`config.mk`:
```
export PLATFORM = sky130hd
export DESIGN_NAME = eti_div_cell
export DESIGN_NICKNAME = d
export VERILOG_FILES = /design/src/design/eti_pkg.sv /design/src/design/eti_div_cell.sv
export SDC_FILE = /design/constraint.sdc
export NUM_CORES = 1
export LEC_CHECK = 0
export ABC_AREA = 1
export BUFFER_PORTS_ARGS = -buffer_cell sky130_fd_sc_hd__buf_2
export CORE_AREA = 4 4 167 169
export CTS_CLUSTER_DIAMETER = 100
export DETAILED_ROUTE_END_ITERATION = 10
export DIE_AREA = 0 0 171 173
export GPL_TIMING_DRIVEN = 0
export MAX_ROUTING_LAYER = met4
export SYNTH_ARGS = -nofsm -noshare
export SYNTH_HDL_FRONTEND = slang
export SYNTH_SLANG_ARGS = --single-unit
```
`constraint.sdc`:
```
create_clock -name clk -period 1 [get_ports clk]
set_input_delay 0.2 -clock clk [delete_from_list [all_inputs] [get_ports clk]]
set_output_delay 0.2 -clock clk [all_outputs]
set_load 0.02 [all_outputs]
```
`src/design/eti_pkg.sv`:
```
`timescale 1ns / 1ps

package eti_pkg;

    // Curve codes
    localparam logic [3:0] MODE_LINEAR      = 4'd0;
    localparam logic [3:0] MODE_IN_QUAD     = 4'd1;
    localparam logic [3:0] MODE_OUT_QUAD    = 4'd2;
    localparam logic [3:0] MODE_INOUT_QUAD  = 4'd3;
    localparam logic [3:0] MODE_IN_CUBIC    = 4'd4;
    localparam logic [3:0] MODE_OUT_CUBIC   = 4'd5;
    localparam logic [3:0] MODE_INOUT_CUBIC = 4'd6;
    localparam logic [3:0] MODE_OUT_BOUNCE  = 4'd7;
    localparam logic [3:0] MODE_IN_ELASTIC  = 4'd8;
    localparam logic [3:0] MODE_OUT_ELASTIC = 4'd9;

    localparam int T_BITS = 16;
    localparam logic signed [19:0] ONE_Q16 = 20'sd65536;

    localparam longint ONE30   = 64'sd1073741824;
    localparam longint PI_Q30  = 64'sd3373259426;
    localparam longint LN2_Q30 = 64'sd744261118;

    // Item side-band that travels alongside the quotient
    typedef struct packed {
        logic               valid;
        logic               upd;
        logic               fin;
        logic signed [31:0] start;
        logic signed [31:0] endl;
        logic signed [32:0] diff;
        logic [31:0]        ne;
        logic [3:0]         mode;
    } eti_meta_t;

    // State handed from one divider cell to the next
    typedef struct packed {
        eti_meta_t          meta;
        logic [31:0]        rem;
        logic [31:0]        den;
        logic [T_BITS-1:0]  quo;
    } eti_div_t;

    // term * x^2 in Q30
    function automatic longint sq_step(input longint term, input longint x);
        longint p;
        p = term * x / ONE30;
        return p * x / ONE30;
    endfunction

    // term * y in Q30
    function automatic longint lin_step(input longint term, input longint y);
        return term * y / ONE30;
    endfunction

    // Quarter-wave sine by series, Q16
    function automatic longint sin_quarter(input int bits, input int i);
        longint x;
        longint sum;
        longint term;
        longint v;
        x = (PI_Q30 * 2 * longint'(i)) >>> bits;
        sum = x;
        term = x;
        // odd terms, divisors (2k)(2k+1) for k = 1 to 9
        term = -sq_step(term, x) / 64'sd6;   sum += term;
        term = -sq_step(term, x) / 64'sd20;  sum += term;
        term = -sq_step(term, x) / 64'sd42;  sum += term;
        term = -sq_step(term, x) / 64'sd72;  sum += term;
        term = -sq_step(term, x) / 64'sd110; sum += term;
        term = -sq_step(term, x) / 64'sd156; sum += term;
        term = -sq_step(term, x) / 64'sd210; sum += term;
        term = -sq_step(term, x) / 64'sd272; sum += term;
        term = -sq_step(term, x) / 64'sd342; sum += term;
        if (sum < 0) sum = 0;
        v = (sum + 64'sd8192) / 64'sd16384;
        if (v > 64'sd65536) v = 64'sd65536;
        return v;
    endfunction

    // Full-turn sine table entry
    function automatic logic signed [17:0] sine_entry(input int bits, input int j);
        int     half;
        int     quarter;
        int     jj;
        int     i;
        longint v;
        half = 1 << (bits - 1);
        quarter = 1 << (bits - 2);
        jj = (j >= half) ? j - half : j;
        i = (jj <= quarter) ? jj : half - jj;
        v = sin_quarter(bits, i);
        if (j >= half) v = -v;
        return 18'(v);
    endfunction

    // 2^(-i/N) table entry, Q16
    function automatic logic [16:0] exp_entry(input int bits, input int i);
        longint y;
        longint sum;
        longint term;
        y = (LN2_Q30 * longint'(i)) >>> bits;
        sum = ONE30;
        term = ONE30;
        // series of exp(-y) up to the twelfth power
        term = -lin_step(term, y) / 64'sd1;  sum += term;
        term = -lin_step(term, y) / 64'sd2;  sum += term;
        term = -lin_step(term, y) / 64'sd3;  sum += term;
        term = -lin_step(term, y) / 64'sd4;  sum += term;
        term = -lin_step(term, y) / 64'sd5;  sum += term;
        term = -lin_step(term, y) / 64'sd6;  sum += term;
        term = -lin_step(term, y) / 64'sd7;  sum += term;
        term = -lin_step(term, y) / 64'sd8;  sum += term;
        term = -lin_step(term, y) / 64'sd9;  sum += term;
        term = -lin_step(term, y) / 64'sd10; sum += term;
        term = -lin_step(term, y) / 64'sd11; sum += term;
        term = -lin_step(term, y) / 64'sd12; sum += term;
        return 17'((sum + 64'sd8192) / 64'sd16384);
    endfunction

endpackage

```
`src/design/eti_div_cell.sv`:
```
`timescale 1ns / 1ps

module eti_div_cell (
    input  logic            clk,
    input  logic            rst_n,
    input  logic            adv,
    input  eti_pkg::eti_div_t d_in,
    output eti_pkg::eti_div_t d_out
);
    import eti_pkg::*;

    eti_div_t    d_reg;
    eti_div_t    d_next;
    logic [32:0] r2;
    logic        ge;

    // One restoring step: one quotient bit
    always_comb
    begin
        r2 = {d_in.rem, 1'b0};
        ge = (r2 >= {1'b0, d_in.den});
        d_next = d_in;
        d_next.rem = ge ? 32'(r2 - {1'b0, d_in.den}) : r2[31:0];
        d_next.quo = {d_in.quo[T_BITS-2:0], ge};
    end

    always_ff @(posedge clk or negedge rst_n)
    begin
        if (!rst_n)
        begin
            d_reg.meta.valid <= 1'b0;
        end
        else if (adv)
        begin
            d_reg <= d_next;
        end
    end

    assign d_out = d_reg;

endmodule

```
# Word level (Yosys, flattened, before mapping)
# Cells that the tools add are included.
# W data, S select, Z words.
[classes]
addsub = 1
reduce_logical = 1
order_cmp = 1
muxes = 1
[op_table]
columns = ["cell", "n"]
rows = [
  ["$ge A33 B32 Y1", 1],
  ["$mux W32", 1],
  ["$sub A32 B32 Y32", 1],
  ["$reduce_and A2 Y1", 1],
]
[word_totals]
in_bits = 219
output_inout_bits = 216
elab_cells = 16
reg_bits = 216

# Longest topological paths before layout
# Gate-level depths: netlist (run 1).
[depth]
word_depth = 2
ltp_mapped = 16
ltp_nobuf = 14

# Worst setup path after synthesis (run 1)
# No wires, ideal clock.
[synth_path]
kind = "input to register"
startpoint = "input rst_n"
endpoint = "register d_reg, in the netlist d_out[0] (enable)"
required_time_ns = 0.434
path_slack_ns = -3.928
arrival_time_ns = 4.361
n_path_buf = 0
stages = 2
setup_time_ns = 0.566
path_cell_list = "nand2_1 > inv_1"
[synth_between]
elab_chain_cells = 1
[synth_rtl]
columns = ["element", "line_no", "rtl"]
rows = [
  ["from (decl)", "eti_div_cell.sv:5", "input logic rst_n,"],
  ["$reduce_and A2 Y1 (no source line)", "-", ""],
  ["to (signal assigned)", "eti_div_cell.sv:35", "d_reg <= d_next;"],
  ["to (decl)", "eti_div_cell.sv:12", "eti_div_t d_reg;"],
]
# Every way passes these cells.
# A chain may end at the register's enable or synchronous reset.

==> results.py, run 1 <==
metrics = {
    "cells_and_area": {
        "fill_cells": 1830,
        "layout.nets": 1863,
        "area_growth_pct": 93.0,
        "design_area_um2": 18600,
        "final_cells": 1979,
        "largest_reg_flops": 216,
        "drive_gt1_frac": 0.490,
    },
    "synthesis": {
        "ys_ff_latch": 216,
        "async_flop_share": 0.00463,
        "synth_edf_count": 215,
        "dominantRegCellSynth": "edfxtp_1",
        "netlist_area_um2": 9640,
        "synth_fa_ha_area_frac": 0.0436,
        "yosysTopAreaCell": "edfxtp_1",
        "ys_types": 29,
        "syn-mean-instance-area_um2": 11.1,
        "synth-simple-area-share": 0.190,
        "synth.top_cell.area_share": 0.670,
        "synth_top_family_by_area": "simple AND/OR/NAND/NOR gates",
        "yosys_warnings": 0,
        "ys_top_cells_by_count": "277 x nand2_1, 215 x edfxtp_1, 150 x inv_1, 55 x nand3_1, 36 x nor2_1",
        "yosysSeqAreaShare": 0.672,
        "syn_nets": 1118,
        "synth_area_leaders": "edfxtp_1 67%, nand2_1 11%, inv_1 5.8%",
        "synth_xor_area_frac": 0.0127,
        "synth.most_common_cell": "nand2_1",
        "muxShareOfSynthArea": 0.00117,
        "synth_compound_area_frac": 0.0135,
        "netlist_instances": 866,
    },
    "routing": {
        "drcViolationCount": 0,
        "wirelength_mm": 41.3,
        "vias": 9263,
        "wl_per_cell_um": 20.9,
        "drt-initial-drc-count": 666,
        "postRouteAntennaNets": 0,
        "drt-pass1-iter-count": 5,
        "viasPerCell": 4.68,
    },
    "timing": {
        "fmax_ghz": 0.690,
        "fin_setup_tns_ns": -72.32,
        "final-setup-viol-count": 249,
        "period_share": 1.45,
        "hold_violations": 0,
        "max_slew_margin": 0.619,
        "finClkSkew_ns": 0,
        "period_needed_ns": 1.45,
        "grt_setup_unrepaired": "true",
        "setup_ws_ns": -0.450,
        "tightest_slew_ns": 0.568,
        "drv_slew": 0,
    },
    "die": {
        "fp.coreArea_um2": 26600,
        "io_pins": 435,
        "start_util": 0.363,
        "dieArea_um2": 29600,
        "rows": 60,
        "dieWidth_um": 171,
        "die_height_um": 173,
    },
    "clocking": {
        "h-tree-depth": 1,
        "clk_pin_slew_ns": 0.05,
        "numCtsBuffers": 25,
        "cts.sinks": 216,
        "insertion_delay_ns": 0.52,
        "clk_path_buf_depth": 3,
        "cts_tree": "built",
        "root_buffer": "clkbuf_16",
    },
    "global_routing": {
        "grt_usage": 0.262,
        "overflow": 0,
        "grt_max_degree": 45,
        "antenna_found_initial": 10,
        "grt_pass1_wl_mm": 57.7,
        "grt_pass1_vias": 9519,
    },
    "placed_design": {
        "numPlacedInstances": 1645,
        "place_area_um2": 12800,
        "routabilityCongestion": 0.922,
        "port_buffers": 433,
        "hpwlAfterDp_mm": 26.7,
    },
    "critical_path": {
        "worstSetupStartpointType": "input pin",
        "critPathArrivalTime_ns": 1.74,
        "ff2ff_setup_slack_ns": 0.23,
        "end_kind": "flip-flop",
        "crit_chain": "buf_8 > inv_6 > ha_4 > inv_4 > nor3_4 > nand2_2 > nor3_4 > nand2_8 > buf_8 > buf_8 > nand3_1 > nand2_1",
        "cp_common_cell": "buf_8",
        "cp_slowest_cell": "ha_4",
        "path_buf_inv": 5,
        "cp.required_ns": 1.29,
        "timing_worst_setup_path_type": "input pin to flip-flop",
        "cp_top_family": "simple AND/OR/NAND/NOR gates",
        "worstPathMaxFanout": 5,
        "crit_path_max_incr_delay_ns": 0.27,
    },
    "worst_hold_path": {
        "hold_class": "input pin to flip-flop",
    },
    "pwr": {
        "power_uw": 26500,
        "p_per_area_nw_per_um2": 1430,
        "ir_worst_vdd_uv": 999,
        "p_leak_uw": 0.00834,
    },
    "flow_run": {
        "maxCapViolCount": 0,
    },
    "run_status": {
        "status": "finished with violations",
        "violations": "negative setup slack",
    },
}
[stage by stage]
| step | util | hold slack, ns | setup slack (ns) |
|---|---|---|---|
| finish | 0.700 | 0.0197 | -0.450 |
| global route | 0.700 | 0.0209 | -0.511 |
| CTS | 0.659 | 0.00537 | -0.414 |
| detailed placement | 0.482 | 0.0160 | -1.31 |
| global placement | 0.478 | 0.0170 | -4.44 |
| floorplan | - | -0.0956 | -2.83 |
[repair_timing]
action	4_1_cts	5_1_grt
resized for setup	424	241
buffers inserted	38	21
hold endpoints to repair	211	0
hold buffers	212	0
setup endpoints to repair	442	249
cloned	8	4
pin swaps	41	63
[logic make-up (layout without fill, tap and decap cells)]
family          after synthesis  in the layout
xor+xnor                     14             14
fa+ha+maj                    33             33
compound gates               25             25
flops                       216            216
other cells                   0              9
mux                           1              1
simple gates                417            417
buf+inv                     160            923
[path summary, 6_finish.rpt]
path	start	endpoint	depth (start not counted)
setup / recovery	d_in[47]	d_out[51]	12
hold reg to reg	d_out[215]	d_out[215]	1
max in group asynchronous	rst_n	d_out[215]	2
setup reg to reg	d_out[215]	d_out[215]	1
min in group asynchronous	rst_n	d_out[215]	2
hold / removal	d_in[49]	d_out[50]	3
[routing by layer]
layer	vias to the layer above	wire length, um	track usage
li1	4361	-	-
met1	4372	15300	0.299
met2	406	20700	0.442
met3	124	2840	0.0528
met4	0	2510	0.120
met5	-	0	-
[final cells by class]
class                           count  area (um2)  share of cell area
Timing Repair inverter              1        5.00            0.000269
Sequential cell                   216        6480               0.348
Timing Repair Buffer              718        6550               0.352
Inverter                          150         587              0.0315
Buffer                              9         136             0.00733
Antenna cell                        9        22.5             0.00121
Multi-Input combinational cell    490        3660               0.197
Tap cell                          341         427              0.0229
Clock buffer                       32         652              0.0350
Clock inverter                     13        85.1             0.00457
[power breakdown]
| part | internal, uW | switching (uW) |
|---|---|---|
| Clock | 4650 | 3800 |
| Combinational | 3420 | 3570 |
| Sequential | 10800 | 325 |
| Total | 18800 | 7690 |
[tightest hold or removal path, delay by kind of cell]
| kind | cells | cell delay [ns] |
|---|---|---|
| AND/OR/NAND/NOR | 2 | 0.13 |
| buffers and inverters | 1 | 0.12 |
[placed cells by master, fill, tap and decap left out, types with 14 or more instances in the layout]
master,Yosys,layout
buf_6,2,218
inv_1,150,110
clkbuf_16,0,29
ha_4,0,31
nand2_4,1,22
dlygate4sd3_1,0,212
inv_2,0,33
nand2_2,3,69
buf_2,6,215
buf_4,1,53
nand2_1,277,188
nor2_1,36,18
a21oi_1,22,14
nand3_2,11,38
nand3_1,55,22
edfxtp_1,215,215
(Power assumes the default switching activity.)
==> run 2: changes to the inputs <==
PLACE_DENSITY = 0.71   (was default)
==> results.py, run 2 (same netlist as run 1, synthesis figures left out) <==
metrics = {
    "die": {
        "io_pins": 435,
        "dieWidth_um": 171,
        "fp.coreArea_um2": 26600,
        "rows": 60,
        "die_height_um": 173,
        "start_util": 0.363,
        "dieArea_um2": 29600,
    },
    "clocking": {
        "insertion_delay_ns": 0.51,
        "h-tree-depth": 1,
        "cts.sinks": 216,
        "root_buffer": "clkbuf_16",
        "cts_tree": "built",
        "clk_pin_slew_ns": 0.06,
        "clk_path_buf_depth": 3,
        "numCtsBuffers": 24,
    },
    "critical_path": {
        "ff2ff_setup_slack_ns": 0.16,
        "reg2reg_depth": 1,
        "critPathArrivalTime_ns": 1.74,
        "r2r-end": "d_out[215]",
        "worstPathMaxFanout": 5,
        "crit_path_max_incr_delay_ns": 0.30,
        "worstSetupStartpointType": "input pin",
        "cp_slowest_cell": "ha_4",
        "cp.required_ns": 1.28,
        "crit_chain": "buf_2 > inv_2 > ha_4 > nand2_4 > nor2_4 > nand3_1 > nor2_1 > nand2_2 > nand2_2 > nor2_4 > buf_6 > clkbuf_16 > nand3_1 > nand2_1",
        "timing.rr.start": "d_out[215]",
        "timing_worst_setup_path_type": "input pin to flip-flop",
        "end_kind": "flip-flop",
    },
    "routing": {
        "viasPerCell": 4.73,
        "drt-pass1-iter-count": 5,
        "routed-wl-met3_mm": 2.97,
        "wirelength_mm": 42.1,
        "wirelength_met1_mm": 15.9,
        "vias": 9045,
        "met2_length_mm": 21.5,
        "drt-initial-drc-count": 767,
        "postRouteAntennaNets": 0,
        "wl_per_cell_um": 22.0,
        "top_layer": "met4",
        "drcViolationCount": 0,
    },
    "timing": {
        "drv_slew": 0,
        "max_slew_margin": 0.812,
        "final-setup-viol-count": 290,
        "period_share": 1.46,
        "fmax_ghz": 0.684,
        "fin_setup_tns_ns": -70.91,
        "hold_violations": 0,
        "period_needed_ns": 1.46,
        "grt_setup_unrepaired": "true",
        "tightest_slew_ns": 0.283,
        "setup_ws_ns": -0.461,
        "finClkSkew_ns": 0,
    },
    "global_routing": {
        "overflow": 0,
        "grt_max_degree": 43,
        "antenna_found_initial": 8,
        "grt_pass1_wl_mm": 56.0,
        "grt_pass1_vias": 9064,
        "grt_usage": 0.256,
    },
    "run_status": {
        "status": "finished with violations",
        "violations": "negative setup slack",
    },
    "worst_hold_path": {
        "holdPathStages": 3,
        "hp-start": "d_in[68]",
        "hold_class": "input pin to flip-flop",
        "whs_endpoint": "d_out[69]",
    },
    "cells_and_area": {
        "final_cell_mix": "244 x buf_2, 215 x edfxtp_1, 202 x nand2_1",
        "drive_gt1_frac": 0.460,
        "design_area_um2": 17500,
        "layout.nets": 1798,
        "layout_commonest_cell": "buf_2",
        "largest_reg_flops": 216,
        "area_growth_pct": 81.7,
        "fill_cells": 1968,
    },
    "pwr": {
        "p_leak_uw": 0.00784,
        "power_uw": 26100,
        "ir_worst_vdd_uv": 1090,
        "p_per_area_nw_per_um2": 1490,
    },
    "placed_design": {
        "place_area_um2": 12800,
        "hpwlAfterDp_mm": 27.8,
        "port_buffers": 433,
        "routabilityCongestion": 0.948,
    },
    "flow_run": {
        "maxCapViolCount": 0,
    },
}
run 2: cell types whose count changed in the layout (fill, tap and decap cells not counted), sizes merged, moves of 2 or more:
cell / before / now
clkbuf: 36 / 33
dlygate4sd3: 212 / 185
clkinv: 10 / 7
bufbuf: 5 / 0
inv: 151 / 149
diode: 9 / 11
buf: 506 / 476
run 2: cell type report:
type | count | area (um2) | area share
plain buffers | 5 | 90.1 | 0.00514
multi-input cells | 490 | 3530 | 0.202
inverters | 150 | 579 | 0.0331
clock buffers | 30 | 644 | 0.0368
flip-flops and latches | 216 | 6480 | 0.370
clock inverters | 10 | 75.1 | 0.00429
well taps | 341 | 427 | 0.0244
repair buffers | 659 | 5660 | 0.323
diodes | 11 | 27.5 | 0.00157
run 2: worst max-delay path by stage:
stage                        start        end  slack, ns  cells past startpoint
after CTS                 d_in[34]  d_out[67]      -0.39                     14
final                     d_in[23]  d_out[78]      -0.46                     14
after global placement       rst_n  d_out[12]      -4.43                      3
after global routing      d_in[46]  d_out[68]      -0.52                     13
after detailed placement  d_in[36]  d_out[52]      -1.25                     13
after floorplan              rst_n   d_out[0]      -2.83                      2
run 2: timing repair:
item                                   in CTS  in global routing
hold buffers                              184                  1
setup buffers                              21                  9
gates cloned                                2                  3
endpoints found under the hold margin     184                  1
setup endpoints to repair                 356                356
gates resized for setup                   202                375
pin swaps                                  44                 33
run 2: metal layers:
| layer | up-vias | track usage |
|---|---|---|
| met1 | 4315 | 0.304 |
| met4 | 0 | 0.0720 |
| met2 | 409 | 0.442 |
| met5 | - | - |
| li1 | 4228 | - |
| met3 | 93 | 0.0521 |
run 2: worst max-delay path: cells and delay by family:
family,cells,cell delay (ns)
and+or+nand+nor,9,0.78
adders and majority gates,1,0.30
buffers and inverters,4,0.47
run 2: report_power, final:
part | switching (uW) | internal [uW] | leakage (uW)
logic | 3520 | 3060 | 0.00547
registers | 321 | 10800 | 0.00203
clock network | 3640 | 4780 | 0.000346
run 2: through the flow:
step / hold WS, ns / setup WS, ns / std cells / utilization
floorplan: -0.0956 / -2.83 / 866 / -
global placement: 0.0367 / -4.43 / 1640 / 0.478
detailed placement: 0.0372 / -1.25 / 1646 / 0.482
CTS: 0.00511 / -0.395 / 1889 / 0.609
global route: 0.0142 / -0.519 / 1909 / 0.659
finish: 0.0349 / -0.461 / 1912 / 0.659
==> run 3: changes to the inputs <==
==> constraint.sdc (replaced) <==
create_clock -name clk -period 1 [get_ports clk]
set_input_delay 0.05 -clock clk [delete_from_list [all_inputs] [get_ports clk]]
set_output_delay 0.05 -clock clk [all_outputs]
set_load 0.02 [all_outputs]
==> results.py, run 3 (same netlist as run 1, synthesis figures left out) <==
metrics = {
    "critical_path": {
        "critPathArrivalTime_ns": 1.56,
        "cp.required_ns": 1.26,
        "path_buf_inv": 3,
        "worstPathMaxFanout": 10,
        "cp_common_cell": "nand2_2",
        "cp_slowest_cell": "ha_4",
        "crit_chain": "buf_2 > inv_1 > ha_4 > nand2_2 > nor2_2 > nand2_2 > nor3_4 > nand2_8 > buf_4 > nand3_1 > nand2_1",
        "end_kind": "flip-flop",
        "cp_top_family": "simple AND/OR/NAND/NOR gates",
        "timing_worst_setup_path_type": "input pin to flip-flop",
        "worstSetupStartpointType": "input pin",
        "crit_path_max_incr_delay_ns": 0.30,
    },
    "placed_design": {
        "port_buffers": 433,
        "numPlacedInstances": 1646,
        "hpwlAfterDp_mm": 27.8,
        "routabilityCongestion": 0.948,
        "place_area_um2": 12800,
    },
    "clocking": {
        "cts.sinks": 216,
        "clk_pin_slew_ns": 0.06,
        "insertion_delay_ns": 0.51,
        "root_buffer": "clkbuf_16",
        "cts_tree": "built",
        "h-tree-depth": 1,
        "numCtsBuffers": 24,
        "clk_path_buf_depth": 3,
    },
    "pwr": {
        "p_sw_frac": 0.285,
        "pwr-share-comb": 0.257,
        "p_leak_uw": 0.00801,
        "intPower_uw": 18700,
        "ir_worst_vdd_uv": 1130,
        "p_switching_uw": 7480,
        "clkPwrFrac": 0.320,
        "p_per_area_nw_per_um2": 1460,
        "seqPwrFrac": 0.423,
    },
    "die": {
        "fp.coreArea_um2": 26600,
        "start_util": 0.363,
        "dieArea_um2": 29600,
        "io_pins": 435,
        "rows": 60,
        "dieWidth_um": 171,
        "die_height_um": 173,
    },
    "timing": {
        "tightest_slew_ns": 0.282,
        "grt_setup_unrepaired": "true",
        "setup_ws_ns": -0.307,
        "fin_setup_tns_ns": -31.31,
        "whs_ns": 0.104,
        "fmax_ghz": 0.765,
        "finClkSkew_ns": 0,
        "max_slew_margin": 0.811,
        "drv_slew": 0,
        "hold_violations": 0,
        "period_share": 1.31,
        "period_needed_ns": 1.31,
        "final-setup-viol-count": 249,
    },
    "global_routing": {
        "grt_usage": 0.260,
        "grt_pass1_vias": 9283,
        "grt_pass1_wl_mm": 56.8,
        "antenna_found_initial": 6,
        "overflow": 0,
        "grt_max_degree": 43,
    },
    "routing": {
        "drt-initial-drc-count": 770,
        "wl_per_cell_um": 21.5,
        "drcViolationCount": 0,
        "wirelength_mm": 41.9,
        "drt-pass1-iter-count": 5,
        "viasPerCell": 4.71,
        "vias": 9162,
        "postRouteAntennaNets": 0,
    },
    "cells_and_area": {
        "design_area_um2": 17900,
        "layout_commonest_cell": "buf_2",
        "largest_reg_flops": 216,
        "layout.nets": 1836,
        "final_cell_mix": "236 x buf_2, 218 x dlygate4sd3_1, 215 x edfxtp_1",
        "final_cells": 1946,
        "fill_cells": 1891,
        "area_growth_pct": 86.1,
        "drive_gt1_frac": 0.461,
    },
    "worst_hold_path": {
        "hold_class": "input pin to flip-flop",
    },
    "run_status": {
        "status": "finished with violations",
        "violations": "negative setup slack",
    },
    "flow_run": {
        "maxCapViolCount": 0,
    },
}
[run 3: changes by cell type in the layout (fill, tap and decap cells not counted), moves of 4 or more]
cell and delta:
buf_2 -8, buf_4 +4, nor2_1 -4, inv_4 +4
dlygate4sd3_1 +33, nand2_1 -4, nand2_2 +4, buf_6 +10
nor2_2 +4, diode_2 -4, inv_1 -4
[run 3: repair_timing]
item	in CTS	in global routing
endpoints found under the hold margin	216	0
pin swaps	44	52
buffers inserted	21	16
gates cloned	2	1
resized for setup	200	411
endpoints found under the setup margin	249	356
hold buffers	218	0
[run 3: metal layers]
metal | global-route usage | vias to the layer above | part of all wire
met4 | 0.0845 | 0 | 0.045
li1 | - | 4293 | -
met5 | - | - | 0
met3 | 0.0478 | 91 | 0.069
met2 | 0.445 | 395 | 0.50
met1 | 0.310 | 4383 | 0.38
[run 3: worst min-delay path, delay by kind of cell]
| family | cells | cell delay [ns] |
|---|---|---|
| buffers and inverters | 1 | 0.08 |
| and+or+nand+nor | 3 | 0.17 |
| adders and majority gates | 1 | 0.15 |
[run 3: area by class of cell]
class	count	area (um2)	area share
clock buffers	30	644	0.0359
well taps	341	427	0.0238
repair buffers	697	6040	0.337
diodes	7	17.5	0.000976
inverters	150	589	0.0328
flip-flops and latches	216	6480	0.361
multi-input cells	490	3570	0.199
plain buffers	5	90.1	0.00502
clock inverters	10	75.1	0.00418
[run 3: final timing paths]
check | start | end | slack (ns) | cells past startpoint
max in group asynchronous | rst_n | d_out[215] | 0.29 | 3
max reg2reg | d_out[215] | d_out[215] | 0.18 | 1
min in group asynchronous | rst_n | d_out[215] | 0.58 | 3
min | d_in[77] | d_out[78] | 0.10 | 5
max | d_in[41] | d_out[50] | -0.31 | 11
min reg2reg | d_out[215] | d_out[215] | 0.63 | 1
[run 3: power groups by stage]
stage | logic (uW) | clock network (uW) | registers [uW]
finish | 6750 | 8390 | 11100
global route | 7150 | 9040 | 11100
CTS | 5800 | 8480 | 10900
detailed placement | 4520 | 0 | 11100
global placement | 4410 | 0 | 11100
floorplan | 1810 | 0 | 12000
[run 3: through the flow]
stage | power [uW] | worst slack, ns | utilization
after CTS | 25200 | -0.245 | 0.622
after global placement | 15600 | -4.28 | 0.478
final | 26200 | -0.307 | 0.675
after floorplan | 13800 | -2.68 | -
after global routing | 27300 | -0.382 | 0.675
after detailed placement | 15600 | -1.10 | 0.482
